<file path="config.mk">
export PLATFORM = sky130hd
export DESIGN_NAME = integer_sqrt_rounded_core
export DESIGN_NICKNAME = d
export VERILOG_FILES = /design/src/design/isqr_pkg.sv /design/src/design/isqr_stage.sv /design/src/design/isqr_round.sv /design/src/design/integer_sqrt_rounded_core.sv
export SDC_FILE = /design/constraint.sdc
export NUM_CORES = 1
export LEC_CHECK = 0
export BUFFER_PORTS_ARGS = -buffer_cell sky130_fd_sc_hd__buf_2
export CAP_MARGIN = 10
export CORE_ASPECT_RATIO = 1.5
export CORE_MARGIN = 2
export CORE_UTILIZATION = 65
export CTS_CLUSTER_SIZE = 16
export DETAILED_ROUTE_END_ITERATION = 8
export PLACE_DENSITY_LB_ADDON = 0.05
export SLEW_MARGIN = 20
export SYNTH_ARGS = -nofsm -noshare
export SYNTH_HDL_FRONTEND = slang
export SYNTH_SLANG_ARGS = --single-unit
</file>
<file path="constraint.sdc">
create_clock -name clk_i -period 11 [get_ports clk_i]
set_clock_uncertainty 0.15 [all_clocks]
set_input_delay 2.2 -clock clk_i [delete_from_list [all_inputs] [get_ports clk_i]]
set_output_delay 2.2 -clock clk_i [all_outputs]
set_load 0.02 [all_outputs]
</file>
<file path="src/design/isqr_pkg.sv">
// Shared sizing functions for the rounded integer square root pipeline.
// No dependencies.
package isqr_pkg;

  // One pipeline step per bit pair of the radicand.
  function automatic int stage_count(input int width);
    return (width + 1) / 2;
  endfunction

  // Floor root bits plus one bit for the round-up carry.
  function automatic int root_width(input int width);
    return (width + 1) / 2 + 1;
  endfunction

  // Bit position of the highest power of four within the radicand width.
  function automatic int top_pair_bit(input int width);
    return (width - 1) & ~1;
  endfunction

endpackage

</file>
<file path="src/design/isqr_stage.sv">
// One restoring square root step: trial subtract of one bit pair, one root bit.
// Depends on isqr_pkg.
module isqr_stage
  import isqr_pkg::*;
#(
  parameter int Width  = 32,
  parameter int BitPos = 0
) (
  input  logic             clk_i,
  input  logic             rst_ni,
  input  logic             valid_i,
  output logic             ready_o,
  input  logic [Width-1:0] rem_i,
  input  logic [Width:0]   acc_i,
  output logic             valid_o,
  input  logic             ready_i,
  output logic [Width-1:0] rem_o,
  output logic [Width:0]   acc_o
);

  localparam int AccWidth = Width + 1;
  localparam logic [AccWidth-1:0] BitVal = AccWidth'(1) << BitPos;

  logic                valid_q;
  logic [Width-1:0]    rem_d, rem_q;
  logic [AccWidth-1:0] acc_d, acc_q;
  logic [AccWidth-1:0] trial;
  logic [AccWidth-1:0] acc_sel;
  logic                take;

  assign ready_o = !valid_q || ready_i;
  assign trial   = acc_i + BitVal;
  assign take    = {1'b0, rem_i} >= trial;

  always_comb begin
    if (take) begin
      rem_d   = rem_i - trial[Width-1:0];
      acc_sel = trial + BitVal;
    end else begin
      rem_d   = rem_i;
      acc_sel = acc_i;
    end
    acc_d = acc_sel >> 1;
  end

  always_ff @(posedge clk_i or negedge rst_ni) begin
    if (!rst_ni) begin
      valid_q <= 1'b0;
    end else if (ready_o) begin
      valid_q <= valid_i;
    end
  end

  always_ff @(posedge clk_i) begin
    if (ready_o && valid_i) begin
      rem_q <= rem_d;
      acc_q <= acc_d;
    end
  end

  assign valid_o = valid_q;
  assign rem_o   = rem_q;
  assign acc_o   = acc_q;

endmodule

</file>
<file path="src/design/isqr_round.sv">
// Final stage: round the floor root up when the remainder exceeds it.
// Depends on isqr_pkg; holds the output register.
module isqr_round
  import isqr_pkg::*;
#(
  parameter int Width = 32
) (
  input  logic                          clk_i,
  input  logic                          rst_ni,
  input  logic                          valid_i,
  output logic                          ready_o,
  input  logic [Width-1:0]              rem_i,
  input  logic [Width:0]                acc_i,
  output logic                          valid_o,
  input  logic                          ready_i,
  output logic [root_width(Width)-1:0]  root_o
);

  localparam int RootWidth = root_width(Width);

  logic                 valid_q;
  logic [RootWidth-1:0] root_d, root_q;
  logic                 round_up;

  assign ready_o  = !valid_q || ready_i;
  assign round_up = {1'b0, rem_i} > acc_i;
  assign root_d   = acc_i[RootWidth-1:0] + RootWidth'(round_up);

  always_ff @(posedge clk_i or negedge rst_ni) begin
    if (!rst_ni) begin
      valid_q <= 1'b0;
    end else if (ready_o) begin
      valid_q <= valid_i;
    end
  end

  always_ff @(posedge clk_i) begin
    if (ready_o && valid_i) begin
      root_q <= root_d;
    end
  end

  assign valid_o = valid_q;
  assign root_o  = root_q;

endmodule

</file>
<file path="src/design/integer_sqrt_rounded_core.sv">
// Rounded integer square root: one beat in, one beat out, root rounded to nearest.
// Depends on isqr_pkg, isqr_stage and isqr_round.
//
// Accepts one radicand per cycle while the output is taken and returns one root
// per radicand, in order. The work runs through a pipeline of (INPUT_WIDTH+1)/2
// restoring steps, one root bit per register stage, followed by a rounding stage
// that is also the output register; throughput is one beat per cycle while the
// output is taken. Each stage has its own valid bit; a stalled output holds its
// beat and the stages behind it fill their bubbles before the input backs up.
module integer_sqrt_rounded_core
  import isqr_pkg::*;
#(
  parameter int INPUT_WIDTH = 32
) (
  input  logic                                clk_i,
  input  logic                                rst_ni,
  input  logic                                in_valid_i,
  output logic                                in_ready_o,
  input  logic [INPUT_WIDTH-1:0]              radicand_i,
  output logic                                out_valid_o,
  input  logic                                out_ready_i,
  output logic [root_width(INPUT_WIDTH)-1:0]  root_o
);

  localparam int Stages = stage_count(INPUT_WIDTH);
  localparam int TopBit = top_pair_bit(INPUT_WIDTH);

  logic                   valid [Stages+1];
  logic                   ready [Stages+1];
  logic [INPUT_WIDTH-1:0] rem   [Stages+1];
  logic [INPUT_WIDTH:0]   acc   [Stages+1];

  assign valid[0]   = in_valid_i;
  assign in_ready_o = ready[0];
  assign rem[0]     = radicand_i;
  assign acc[0]     = '0;

  for (genvar k = 0; k < Stages; k++) begin : g_step
    isqr_stage #(
      .Width  (INPUT_WIDTH),
      .BitPos (TopBit - 2 * k)
    ) u_stage (
      .clk_i   (clk_i),
      .rst_ni  (rst_ni),
      .valid_i (valid[k]),
      .ready_o (ready[k]),
      .rem_i   (rem[k]),
      .acc_i   (acc[k]),
      .valid_o (valid[k+1]),
      .ready_i (ready[k+1]),
      .rem_o   (rem[k+1]),
      .acc_o   (acc[k+1])
    );
  end

  isqr_round #(
    .Width (INPUT_WIDTH)
  ) u_round (
    .clk_i   (clk_i),
    .rst_ni  (rst_ni),
    .valid_i (valid[Stages]),
    .ready_o (ready[Stages]),
    .rem_i   (rem[Stages]),
    .acc_i   (acc[Stages]),
    .valid_o (out_valid_o),
    .ready_i (out_ready_i),
    .root_o  (root_o)
  );

endmodule

</file>
; ---- Word-level counts from Yosys, hierarchy flattened
; Index checks and enable logic that the tools add are counted.
[totals]
latchBits = 0
out_inout_bits = 19
inputBits = 36
ram_bits = 0
ff_bits = 1058
mem_bits_ro = 0
word_cells = 212
mem_count = 0
[classes]
mul = 0
n_reduce_logical = 51
eq_ne = 0
magnitude_cmp = 17
shifts = 0
bitwise_logic = 0
addsub = 47
div_mod_pow = 0
muxes = 32
[op_table]
columns = op, n
row1 = $mux 32, 32
row2 = $ge 32x33->1, 15
row3 = $sub 32x32->32, 15
row4 = $add 32x1->33 const B, 1
row5 = $add 32x11->33 const B, 1
row6 = $add 32x13->33 const B, 1
row7 = $add 32x15->33 const B, 1
row8 = $add 32x17->33 const B, 1
row9 = $add 32x19->33 const B, 1
row10 = $add 32x21->33 const B, 1
row11 = $add 32x23->33 const B, 1
row12 = $add 32x25->33 const B, 1
row13 = $add 32x27->33 const B, 1
row14 = $add 32x29->33 const B, 1
row15 = $add 32x3->33 const B, 1
row16 = $add 32x5->33 const B, 1
row17 = $add 32x7->33 const B, 1
row18 = $add 32x9->33 const B, 1
row19 = $add 33x1->33 const B, 1
row20 = $add 33x11->33 const B, 1
row21 = $add 33x13->33 const B, 1
row22 = $add 33x15->33 const B, 1
row23 = $add 33x17->33 const B, 1
row24 = $add 33x19->33 const B, 1
row25 = 16 further kinds, 64

; ---- Logic depth before layout (Yosys ltp)
; Gate-level depths: netlist of run 1.
[logic_depth]
word_depth = 19
depth_mapped = 15
ltp_nobuf = 15

; ---- By module
; Synthesis of run 1 repeated with hierarchy kept, for this count alone.
[unflattened]
hier_cells = 8759
area_unflattened_um2 = 83670.2
[modules_own_cells]
columns = module, area_per_inst_um2, cells_each, instances, seq_area_each_um2
row1 = isqr_stage (g_step[15].u_stage), 6068.3, 640, 1, 1946.9
row2 = isqr_stage (g_step[12].u_stage), 5989.5, 615, 1, 1946.9
row3 = isqr_stage (g_step[14].u_stage), 5810.6, 657, 1, 1946.9
row4 = isqr_stage (g_step[13].u_stage), 5726.7, 639, 1, 1946.9
row5 = isqr_stage (g_step[11].u_stage), 5489.0, 587, 1, 1946.9
row6 = isqr_stage (g_step[9].u_stage), 5338.9, 577, 1, 1946.9
row7 = isqr_stage (g_step[8].u_stage), 5246.3, 574, 1, 1946.9
row8 = isqr_stage (g_step[10].u_stage), 5078.6, 543, 1, 1946.9
row9 = isqr_stage (g_step[6].u_stage), 5042.3, 482, 1, 1946.9
row10 = isqr_stage (g_step[7].u_stage), 4853.4, 506, 1, 1946.9
row11 = isqr_stage (g_step[5].u_stage), 4787.1, 488, 1, 1946.9
row12 = isqr_stage (g_step[4].u_stage), 4739.5, 491, 1, 1946.9
row13 = isqr_stage (g_step[1].u_stage), 4593.2, 442, 1, 1946.9
row14 = isqr_stage (g_step[3].u_stage), 4553.1, 470, 1, 1946.9
row15 = 4 more rows, n/a, n/a, n/a, n/a

; ---- Worst setup path before layout of run 1
; OpenSTA, ideal clock, no wires.
[synth_path]
kind = input port to flip-flop
startpoint = input port out_ready_i
endpoint = register g_step[7].u_stage.acc_q[16] (enable)
path_stages = 5
path_buffers = 0
required_time_ns = 10.351
arrival_time_ns = 5.779
slack_ns = 4.572
setup_ns = 0.499
cell_sequence = and4b_1 and3_1 nand3_1 nor2_1 a21boi_0
[synth_between]
elab_chain_cells = 11
[synth_lines]
columns = element, line_no
row1 = from (decl), integer_sqrt_rounded_core.sv:21  ; input logic out_ready_i,
row2 = $logic_or 1x1->1, isqr_round.sv:25  ; assign ready_o = !valid_q || ready_i;
row3 = $logic_or 1x1->1 (9 in series), isqr_stage.sv:31  ; assign ready_o = !valid_q || ready_i;
row4 = $logic_and 1x1->1, isqr_stage.sv:55  ; if (ready_o && valid_i) begin
row5 = to (signal assigned), isqr_stage.sv:57  ; acc_q <= acc_d;
row6 = to (decl), isqr_stage.sv:26  ; logic [AccWidth-1:0] acc_d, acc_q;
; Every way passes these cells.
; A chain may end at the register's enable or synchronous reset.

; ---- Final worst setup path of run 1
[layout_path]
startpoint = input port out_ready_i
endpoint = output port in_ready_o
[layout_between]
elab_chain_cells = 17
[layout_lines]
columns = element, line_no
row1 = $logic_or 1x1->1, isqr_round.sv:25
row2 = $logic_or 1x1->1 (16 in series), isqr_stage.sv:31
row3 = to (decl), integer_sqrt_rounded_core.sv:18  ; output logic in_ready_o,
; Every way passes these cells.

==> results of run 1 <==
synth_stat cells, types with 15 or more instances:
library cell               number  area share [%]
sky130_fd_sc_hd__o21ai_0      123             1.9
sky130_fd_sc_hd__nor2b_1       26            0.50
sky130_fd_sc_hd__nor4_1        82             1.6
sky130_fd_sc_hd__o211ai_1      24            0.55
sky130_fd_sc_hd__inv_1        223             2.5
sky130_fd_sc_hd__or4_1         16            0.37
sky130_fd_sc_hd__o21a_1        31            0.71
sky130_fd_sc_hd__edfxtp_1     665              61
sky130_fd_sc_hd__xor2_1        99             2.6
sky130_fd_sc_hd__ha_1         170             6.5
sky130_fd_sc_hd__and3_1        15            0.29
sky130_fd_sc_hd__dfrtp_1       17             1.3
sky130_fd_sc_hd__nand2b_1      47            0.90
sky130_fd_sc_hd__nand4_1       36            0.69
sky130_fd_sc_hd__clkbuf_1      32            0.37
sky130_fd_sc_hd__nor3_1        74             1.1
sky130_fd_sc_hd__nand3_1       46            0.70
sky130_fd_sc_hd__xnor2_1      132             3.5
sky130_fd_sc_hd__a21o_1        39            0.89
sky130_fd_sc_hd__or3_1         26            0.50
sky130_fd_sc_hd__mux2_2        18            0.62
sky130_fd_sc_hd__nor2_1       151             1.7
sky130_fd_sc_hd__nand2_1      155             1.8
sky130_fd_sc_hd__a21oi_1      149             2.3
sky130_fd_sc_hd__o31ai_1       16            0.37
cells by family after synthesis:
kind of cell / share of synthesized area (%)
buffers and inverters: 3.03
AND/OR/NAND/NOR: 12.2
flip-flops: 62.1
adder cells (fa/ha/maj): 6.48
XOR/XNOR: 6.16
AO/OA/AOI/OAI: 9.17
multiplexers: 0.891
metal layers:
layer  vias up  track usage [%]  part of all wire (%)
li1       9914                -                     -
met1      9973             24.3                    32
met2       535             54.5                    58
met3       217             2.61                   3.6
met4         0             15.9                   6.5
met5         -                0                     0
worst max-delay path: stages:
cell and delay (ps):
sky130_fd_sc_hd__buf_2 100, sky130_fd_sc_hd__and4b_1 390, sky130_fd_sc_hd__nand4_1 200, sky130_fd_sc_hd__nor3_1 280, sky130_fd_sc_hd__buf_4 210, sky130_fd_sc_hd__nand3_1 100
sky130_fd_sc_hd__nor2_1 180, sky130_fd_sc_hd__nand3_1 150, sky130_fd_sc_hd__buf_2 190
state kept, by name, indices dropped and copies added, names as in the netlist:
name                    cells
g_step.u_stage.valid_o     16
g_step.u_stage.acc_o      136
u_round.root_o             17
u_round.valid_o             1
g_step.u_stage.rem_o      512
placed cells by master (no fill, tap or decap), types with 9 or more instances in the layout:
cell type                   synthesis  routed
sky130_fd_sc_hd__clkbuf_16          0      61
sky130_fd_sc_hd__o21a_1            31      31
sky130_fd_sc_hd__xor2_1            99      99
sky130_fd_sc_hd__nand2_1          155     155
sky130_fd_sc_hd__edfxtp_1         665     665
sky130_fd_sc_hd__nor4b_1           10      10
sky130_fd_sc_hd__a21o_1            39      39
sky130_fd_sc_hd__clkinv_2           0      16
sky130_fd_sc_hd__a21oi_1          149     149
sky130_fd_sc_hd__buf_4              2      12
sky130_fd_sc_hd__nor3_1            74      72
sky130_fd_sc_hd__buf_2              0      54
sky130_fd_sc_hd__nor2_1           151     151
sky130_fd_sc_hd__xnor2_1          132     132
sky130_fd_sc_hd__nor2b_1           26      22
sky130_fd_sc_hd__o211ai_1          24      24
sky130_fd_sc_hd__inv_1            223     223
sky130_fd_sc_hd__o21bai_1          10      10
sky130_fd_sc_hd__and3_1            15      15
sky130_fd_sc_hd__or3_1             26      26
sky130_fd_sc_hd__nand4b_1          11      11
sky130_fd_sc_hd__o31ai_1           16      16
sky130_fd_sc_hd__nor4_1            82      80
sky130_fd_sc_hd__dfrtp_1           17      17
sky130_fd_sc_hd__bufinv_16          0      11
sky130_fd_sc_hd__or4_1             16      16
sky130_fd_sc_hd__nand4_1           36      36
sky130_fd_sc_hd__mux2_2            18      18
sky130_fd_sc_hd__ha_1             170     170
sky130_fd_sc_hd__nand2b_1          47      47
sky130_fd_sc_hd__o21ai_0          123     123
sky130_fd_sc_hd__a211oi_1          14      14
sky130_fd_sc_hd__or2_2              9       9
sky130_fd_sc_hd__nand3_1           46      46
cell type report:
type	instances	area, um^2
multi-input cells	1665	11600
fillers	3321	13600
flip-flops and latches	682	20400
inverters	224	841
repair buffers	70	455
well taps	663	830
clock buffers	70	1580
clock inverters	43	577
power by group:
group | switching [mW] | internal, mW | leakage, nW
sequential | 0.370 | 3.62 | 6.59
combinational | 1.38 | 0.974 | 6.22
clock | 0.951 | 1.30 | 1.04
total | 2.70 | 5.90 | 13.9
final timing paths:
| kind | start | end | cells past startpoint |
|---|---|---|---|
| setup / recovery | out_ready_i | in_ready_o | 9 |
| hold / removal | g_step[8].u_stage.rem_o[10]$_DFFE_PP_ | g_step[9].u_stage.rem_o[10]$_DFFE_PP_ | 0 |
| setup reg to reg | g_step[8].u_stage.rem_o[18]$_DFFE_PP_ | g_step[9].u_stage.rem_o[26]$_DFFE_PP_ | 9 |
| hold reg to reg | g_step[8].u_stage.rem_o[10]$_DFFE_PP_ | g_step[9].u_stage.rem_o[10]$_DFFE_PP_ | 0 |
| max in group asynchronous | rst_ni | g_step[10].u_stage.valid_o$_DFFE_PN0P_ | 1 |
| min in group asynchronous | rst_ni | g_step[0].u_stage.valid_o$_DFFE_PN0P_ | 1 |
stage by stage:
step	cells	hold WS, ps
after floorplan	2610	267
after global placement	3300	274
after detailed placement	3300	276
after CTS	3413	292
after global routing	3417	303
final	3417	287
==> results.txt, run 1 <==
The run finished with clean final reports. For the detailed-router iteration count before antenna repair, the log shows 8. The count of nets left with antenna violations after detail routing is 0, and the number of buffers inserted by hold repair at cts is 0. Dividing total power by cell area gives a power density of 237 nW/um^2. The worst-case clock buffer depth was 3.

During placement, the flow inserted port buffers numbering 54. Timing would allow up to 157 MHz. The leading register cell type out of synthesis is sky130_fd_sc_hd__edfxtp_1. TritonCTS built the clock tree. For the pin with the worst max-slew slack, the measured transition is 1000 ps. The number of antenna repair diodes is 0.

Clock tree synthesis selected as its root buffer the cell sky130_fd_sc_hd__clkbuf_16. Across the VDD grid, the largest voltage drop is 0.169 mV. The final estimated routing congestion in global placement is 0.880. Summing every instance area after synthesis gives 32800 um^2.

In this run the horizontal extent of the chip is 188 um. The worst setup path is launched from an input pin. The post-CTS clock slew at the launch and capture registers of the worst setup and hold paths came out at 60 ps. The per-cell via count in the routed design is 6.04. For flop-to-flop paths, the worst setup slack is 6870 ps. At the end of the flow the core is filled with cells to 72.8%. The run gives 21600 as the via count of the first global-routing pass. After detailed routing, the number of remaining DRC violations is 0. Data arrives at the worst endpoint at 4020 ps. The fraction of layout cells with a size suffix above 1 was 8.46%. The height of the chip is 279 um.

Counting flops with a built-in enable in the synthesized netlist gives 665. The die covers 52400 um^2. 55 I/O pins were placed. The total of cells resized after clock tree synthesis was 0; the total detailed-routing wirelength was 68.0 mm. The final global-route overflow total was 0. In this run the number of H-tree levels came out at 2. For the area after detailed placement, the log shows 34000 um^2. Setup fix buffers added after clock tree synthesis: 0.

The run gives 108 mm as the wire length of the first global-routing pass. Entering global routing, the biggest net connects 49 pins. Setup repair after global routing left no endpoint under its margin.

The Yosys step of the flow raised 0 warnings. The routed design could run at a clock period as short as 6370 ps. From synthesis to final layout, the design area changed by 10.3%.

In this run, CTS created clock tree buffers numbering 61. The critical path in this run is classified as input pin to output port. Across all setup checks in the final design, the least slack found is 4630 ps. The initial antenna violation count was 0; the detailed-route via count was 20600. When the netlist entered floorplanning its net count stood at 2816. The DRC violation total after the first TritonRoute iteration is 1097.

Summing internal, switching and leakage power gives 8.60 mW. The worst setup path is captured at an output port. The total of endpoints with negative setup slack in the final report was 0. The count of endpoints failing hold in the final timing report is 0.

For the final-report max-slew violation count, the log shows 0. The post-route clock period utilization came out at 57.9%. The run gives 49800 um^2 as the core footprint.

The required time at the endpoint of the critical path is 8650 ps. The logs give 32.9% for the relative slew slack and 73 for the unique cell type count in the Yosys netlist. Sequential cells were found to cover 62.1% of the synthesized design area. Summed over all cells, the static leakage comes to 13.9 nW. After floorplanning, the core was divided into 100 placement rows. The mean instance size in the synthesized netlist is 12.6 um^2, and the source-to-sink clock delay at the later pin of the worst-skew pair is 640 ps. The register bit count reported by yosys is 682, and the number of standard cells after synthesis is 2610.

Global routing consumed, over all layers together, 26.5% of the routing resources. The setup TNS came out at 0 ps. Counting every sink on the clock net gives 682. The path category of the worst min-delay check is flip-flop to flip-flop. Once the floorplan was initialized, standard cells occupied 66.0% of the core. The tool flagged a number of max-cap violations equal to 0.

Of all flip-flops after synthesis, the portion carrying an async set or reset was 2.49%. The maximum fanout along the worst path was 6; the post-placement setup slack was 4640 ps. Once layout is done, the placed cells without fillers occupy 36200 um^2.

After detailed routing, the average wire length per cell comes to 19.9 um. The final layout contains 2910 nets. Once detailed placement completed, the half-perimeter wirelength came to 52.5 mm.
No activity file was read; power rests on OpenSTA's default activity.
==> run 2, diff against run 1 <==
- ABC_AREA: unset -> 1
- CORE_UTILIZATION: 65 -> 57
- clock period: 11 -> 5.11 ns (I/O delays scaled with it)
==> results.txt, run 2 <==
The routed design has 83.5 mm of wire. The effective utilization at floorplan is 57.5%, and the count of nets left with antenna violations after detail routing is 0. The mean instance size in the synthesized netlist was 10.4 um^2; the number of core rows was 111. Counting I/O delays and the setup requirement, the final critical path takes 4220 ps. TritonCTS built the clock tree. After synthesis, the cell types taking the most area are sky130_fd_sc_hd__edfxtp_1, sky130_fd_sc_hd__ha_1, sky130_fd_sc_hd__nand2_1. The library cell used most frequently in the layout, excluding fill and tap cells, is sky130_fd_sc_hd__edfxtp_1. Clock tree synthesis found a total of 682 sinks. The tools report the setup TNS as 0 ps. The startpoint identified for the worst register-to-register timing path is g_step[15].u_stage.acc_o[3]$_DFFE_PP_. The tools report the hold slack as 160 ps. The number of warnings reported in the yosys synthesis log is 0, and the peak supply drop is 0.326 mV. The total clock buffers created by CTS was 68. The via count of the first global-routing pass came out at 24500.

Height of the chip: 308 um. Register bit count reported by yosys: 682. The run gives 4331 as the final non-filler cell total. The register with the most flip-flops in the layout has 512 of them. The required time at the endpoint of the critical path is 3940 ps. For the pin with the worst max-slew slack, the measured transition is 1100 ps. The achievable frequency came out at 237 MHz.

For this run, the total global-route usage over all layers was measured as 26.9%. The congestion estimate from routability-driven global placement came to 0.948. The fraction of layout cells with a size suffix above 1 came out at 8.62%. For the static power due to leakage, the log shows 15.6 nW. The post-synthesis cell type with the largest combined area is sky130_fd_sc_hd__edfxtp_1. The leading register cell type out of synthesis was sky130_fd_sc_hd__edfxtp_1. The tools report the source-to-sink clock delay at the later pin of the worst-skew pair as 660 ps. The longest clock path from root to sink contains 3 buffers. For this run, the register share of the synthesized area comes to 58.2%. The xor and xnor area share after synthesis was 5.19%; the post-layout instance area was 38700 um^2.

Along the worst path, the maximum fanout reaches 4. The total of cells resized after clock tree synthesis was 0. The core footprint came out at 61000 um^2. Category of the worst setup path launch point: an input pin. The H-tree was split into 3 levels. The critical path startpoint is out_ready_i.

The synthesized net count was 3580. The count of endpoints failing hold in the final timing report was 0. Setup repair after global routing left no endpoint under its margin. Initial antenna violation count: 1. After synthesis, the largest family of logic cells by area is simple AND/OR/NAND/NOR gates.

The flow ran to the end, and the final reports show no timing, DRC or antenna violations. The min-delay analysis places its worst path in the category input pin to async pin. The run gives 26.7% as the relative slew slack. Multiplexer share of the synthesized area: 0%. The logs give 3374 for the number of standard cells after synthesis and 4815 for the number of inserted filler cells in the final layout. Power spread over the standard cell area amounts to 551 nW/um^2.

The final critical path takes up 82.7% of the cycle. After synthesis, the share of flip-flops with an asynchronous set or reset is 2.49%. At the end of the flow, the number of nets in the layout was 3691.

The synthesized design contains 665 enable-type register cells. After detailed routing, the average wire length per cell comes to 19.3 um. The critical path in this run is classified as input pin to output port.

The adder-cell share of the synthesized area is 6.07%, and the proportion of netlist area held by the largest area contributor is 56.9%. The detailed placement HPWL came out at 66.0 mm. Setup violations remaining at the end of the flow were counted as 0.

From left edge to right edge, the die measures 207 um. The die outline area was 63600 um^2. The tools report the final-report max-slew violation count as 0. For this design the top-level I/O count stands at 55. The worst setup path is captured at an output port. For this run, the detailed router's first-pass iteration total came to 5.

The mapped netlist covers 35100 um^2. The largest net degree at the start of global routing was 49. The most common cell in the synthesized netlist is sky130_fd_sc_hd__edfxtp_1. The area after detailed placement was 36300 um^2. In this run, placement finished with an instance count of 4203. During placement, the flow inserted port buffers numbering 54. Counting instances in the post-synthesis netlist gives the leading cell types as sky130_fd_sc_hd__edfxtp_1, sky130_fd_sc_hd__nand2_1, sky130_fd_sc_hd__inv_1.

The tool flagged a number of max-cap violations equal to 0. The length in cells of the worst reg-to-reg path is 17, and the synthesis-to-layout area growth is 10.4%. The logs give 0 for the setup fix buffers added after clock tree synthesis and 1476 for the DRC violation total after the first TritonRoute iteration. The run gives 130 mm as the wire length of the first global-routing pass. Summing the areas of all compound-gate instances in the mapped netlist gives 8.36% of the synthesized area.

The data arrival time of the critical path is 3050 ps. Clock tree synthesis selected as its root buffer the cell sky130_fd_sc_hd__clkbuf_16. The tools report the final total power as 21.3 mW. Detailed routing inserted a total of 24200 vias. The residual DRC count was 0; the basic-gate share of the synthesized area counting and, or, nand and nor cells was 16.2%. The unique cell type count in the Yosys netlist was 65; the number of buffers inserted by hold repair at cts was 0.

The per-cell via count in the routed design is 5.58, and the final global-route overflow total is 0. In the layout the commonest cells are sky130_fd_sc_hd__edfxtp_1, sky130_fd_sc_hd__nand2_1, sky130_fd_sc_hd__inv_1. After clock tree synthesis, the clock-pin slew on the worst setup and hold paths is 60 ps.
==> run 2: cell type report <==
cell class	instances	area, um^2	area share [%]
flip-flops and latches	682	20400	52.7
clock buffers	78	1740	4.49
clock inverters	46	621	1.60
multi-input cells	2160	12600	32.6
well taps	791	990	2.56
inverters	501	1880	4.87
diodes	1	2.50	0.00647
repair buffers	72	443	1.14
==> run 2: worst max-delay path: stages <==
cell and delay [ps]:
sky130_fd_sc_hd__buf_2 120, sky130_fd_sc_hd__inv_1 90, sky130_fd_sc_hd__nand4_2 110, sky130_fd_sc_hd__nor2_2 220, sky130_fd_sc_hd__nand4_2 140, sky130_fd_sc_hd__nor2_2 220
sky130_fd_sc_hd__nand4_2 150, sky130_fd_sc_hd__nor2_2 220, sky130_fd_sc_hd__nand4_2 200, sky130_fd_sc_hd__nor2_2 250, sky130_fd_sc_hd__nand2_1 130, sky130_fd_sc_hd__buf_2 180
==> run 2: stage by stage <==
step	setup slack [ps]	utilization, %
final	885	63.5
after global routing	701	63.5
after CTS	860	63.4
after detailed placement	852	59.5
after global placement	854	59.5
after floorplan	1290	-
==> run 2: worst paths after layout <==
path	slack, ps	to
worst max-delay path	890	in_ready_o
worst min-delay path	160	g_step[2].u_stage.valid_o$_DFFE_PN0P_
worst max register to register	1680	u_round.root_o[15]$_DFFE_PP_
worst min register to register	280	g_step[2].u_stage.rem_o[5]$_DFFE_PP_
max in group asynchronous	4300	g_step[11].u_stage.valid_o$_DFFE_PN0P_
min in group clk_i	280	g_step[2].u_stage.rem_o[5]$_DFFE_PP_
==> run 2: cell families (layout without fill, tap and decap cells) <==
group,after synthesis,in the layout
simple gates,1254,1254
compound gates,529,529
fa+ha+maj,170,170
xor+xnor,207,207
buf+inv,532,697
flops,682,682
other cells,0,1
==> run 2: where the power goes <==
group / total, mW / leakage (nW) / internal [mW] / switching (mW)
registers: 9.30 / 6.55 / 8.19 / 1.11
logic: 6.85 / 7.89 / 2.37 / 4.48
clock network: 5.18 / 1.12 / 2.93 / 2.25
==> run 2: layer usage <==
layer / share of wire [%] / GRT usage (%)
met1: 36 / 27.6
met5: 0 / 0
met4: 4.5 / 12.6
met3: 3.5 / 3.29
met2: 56 / 52.9
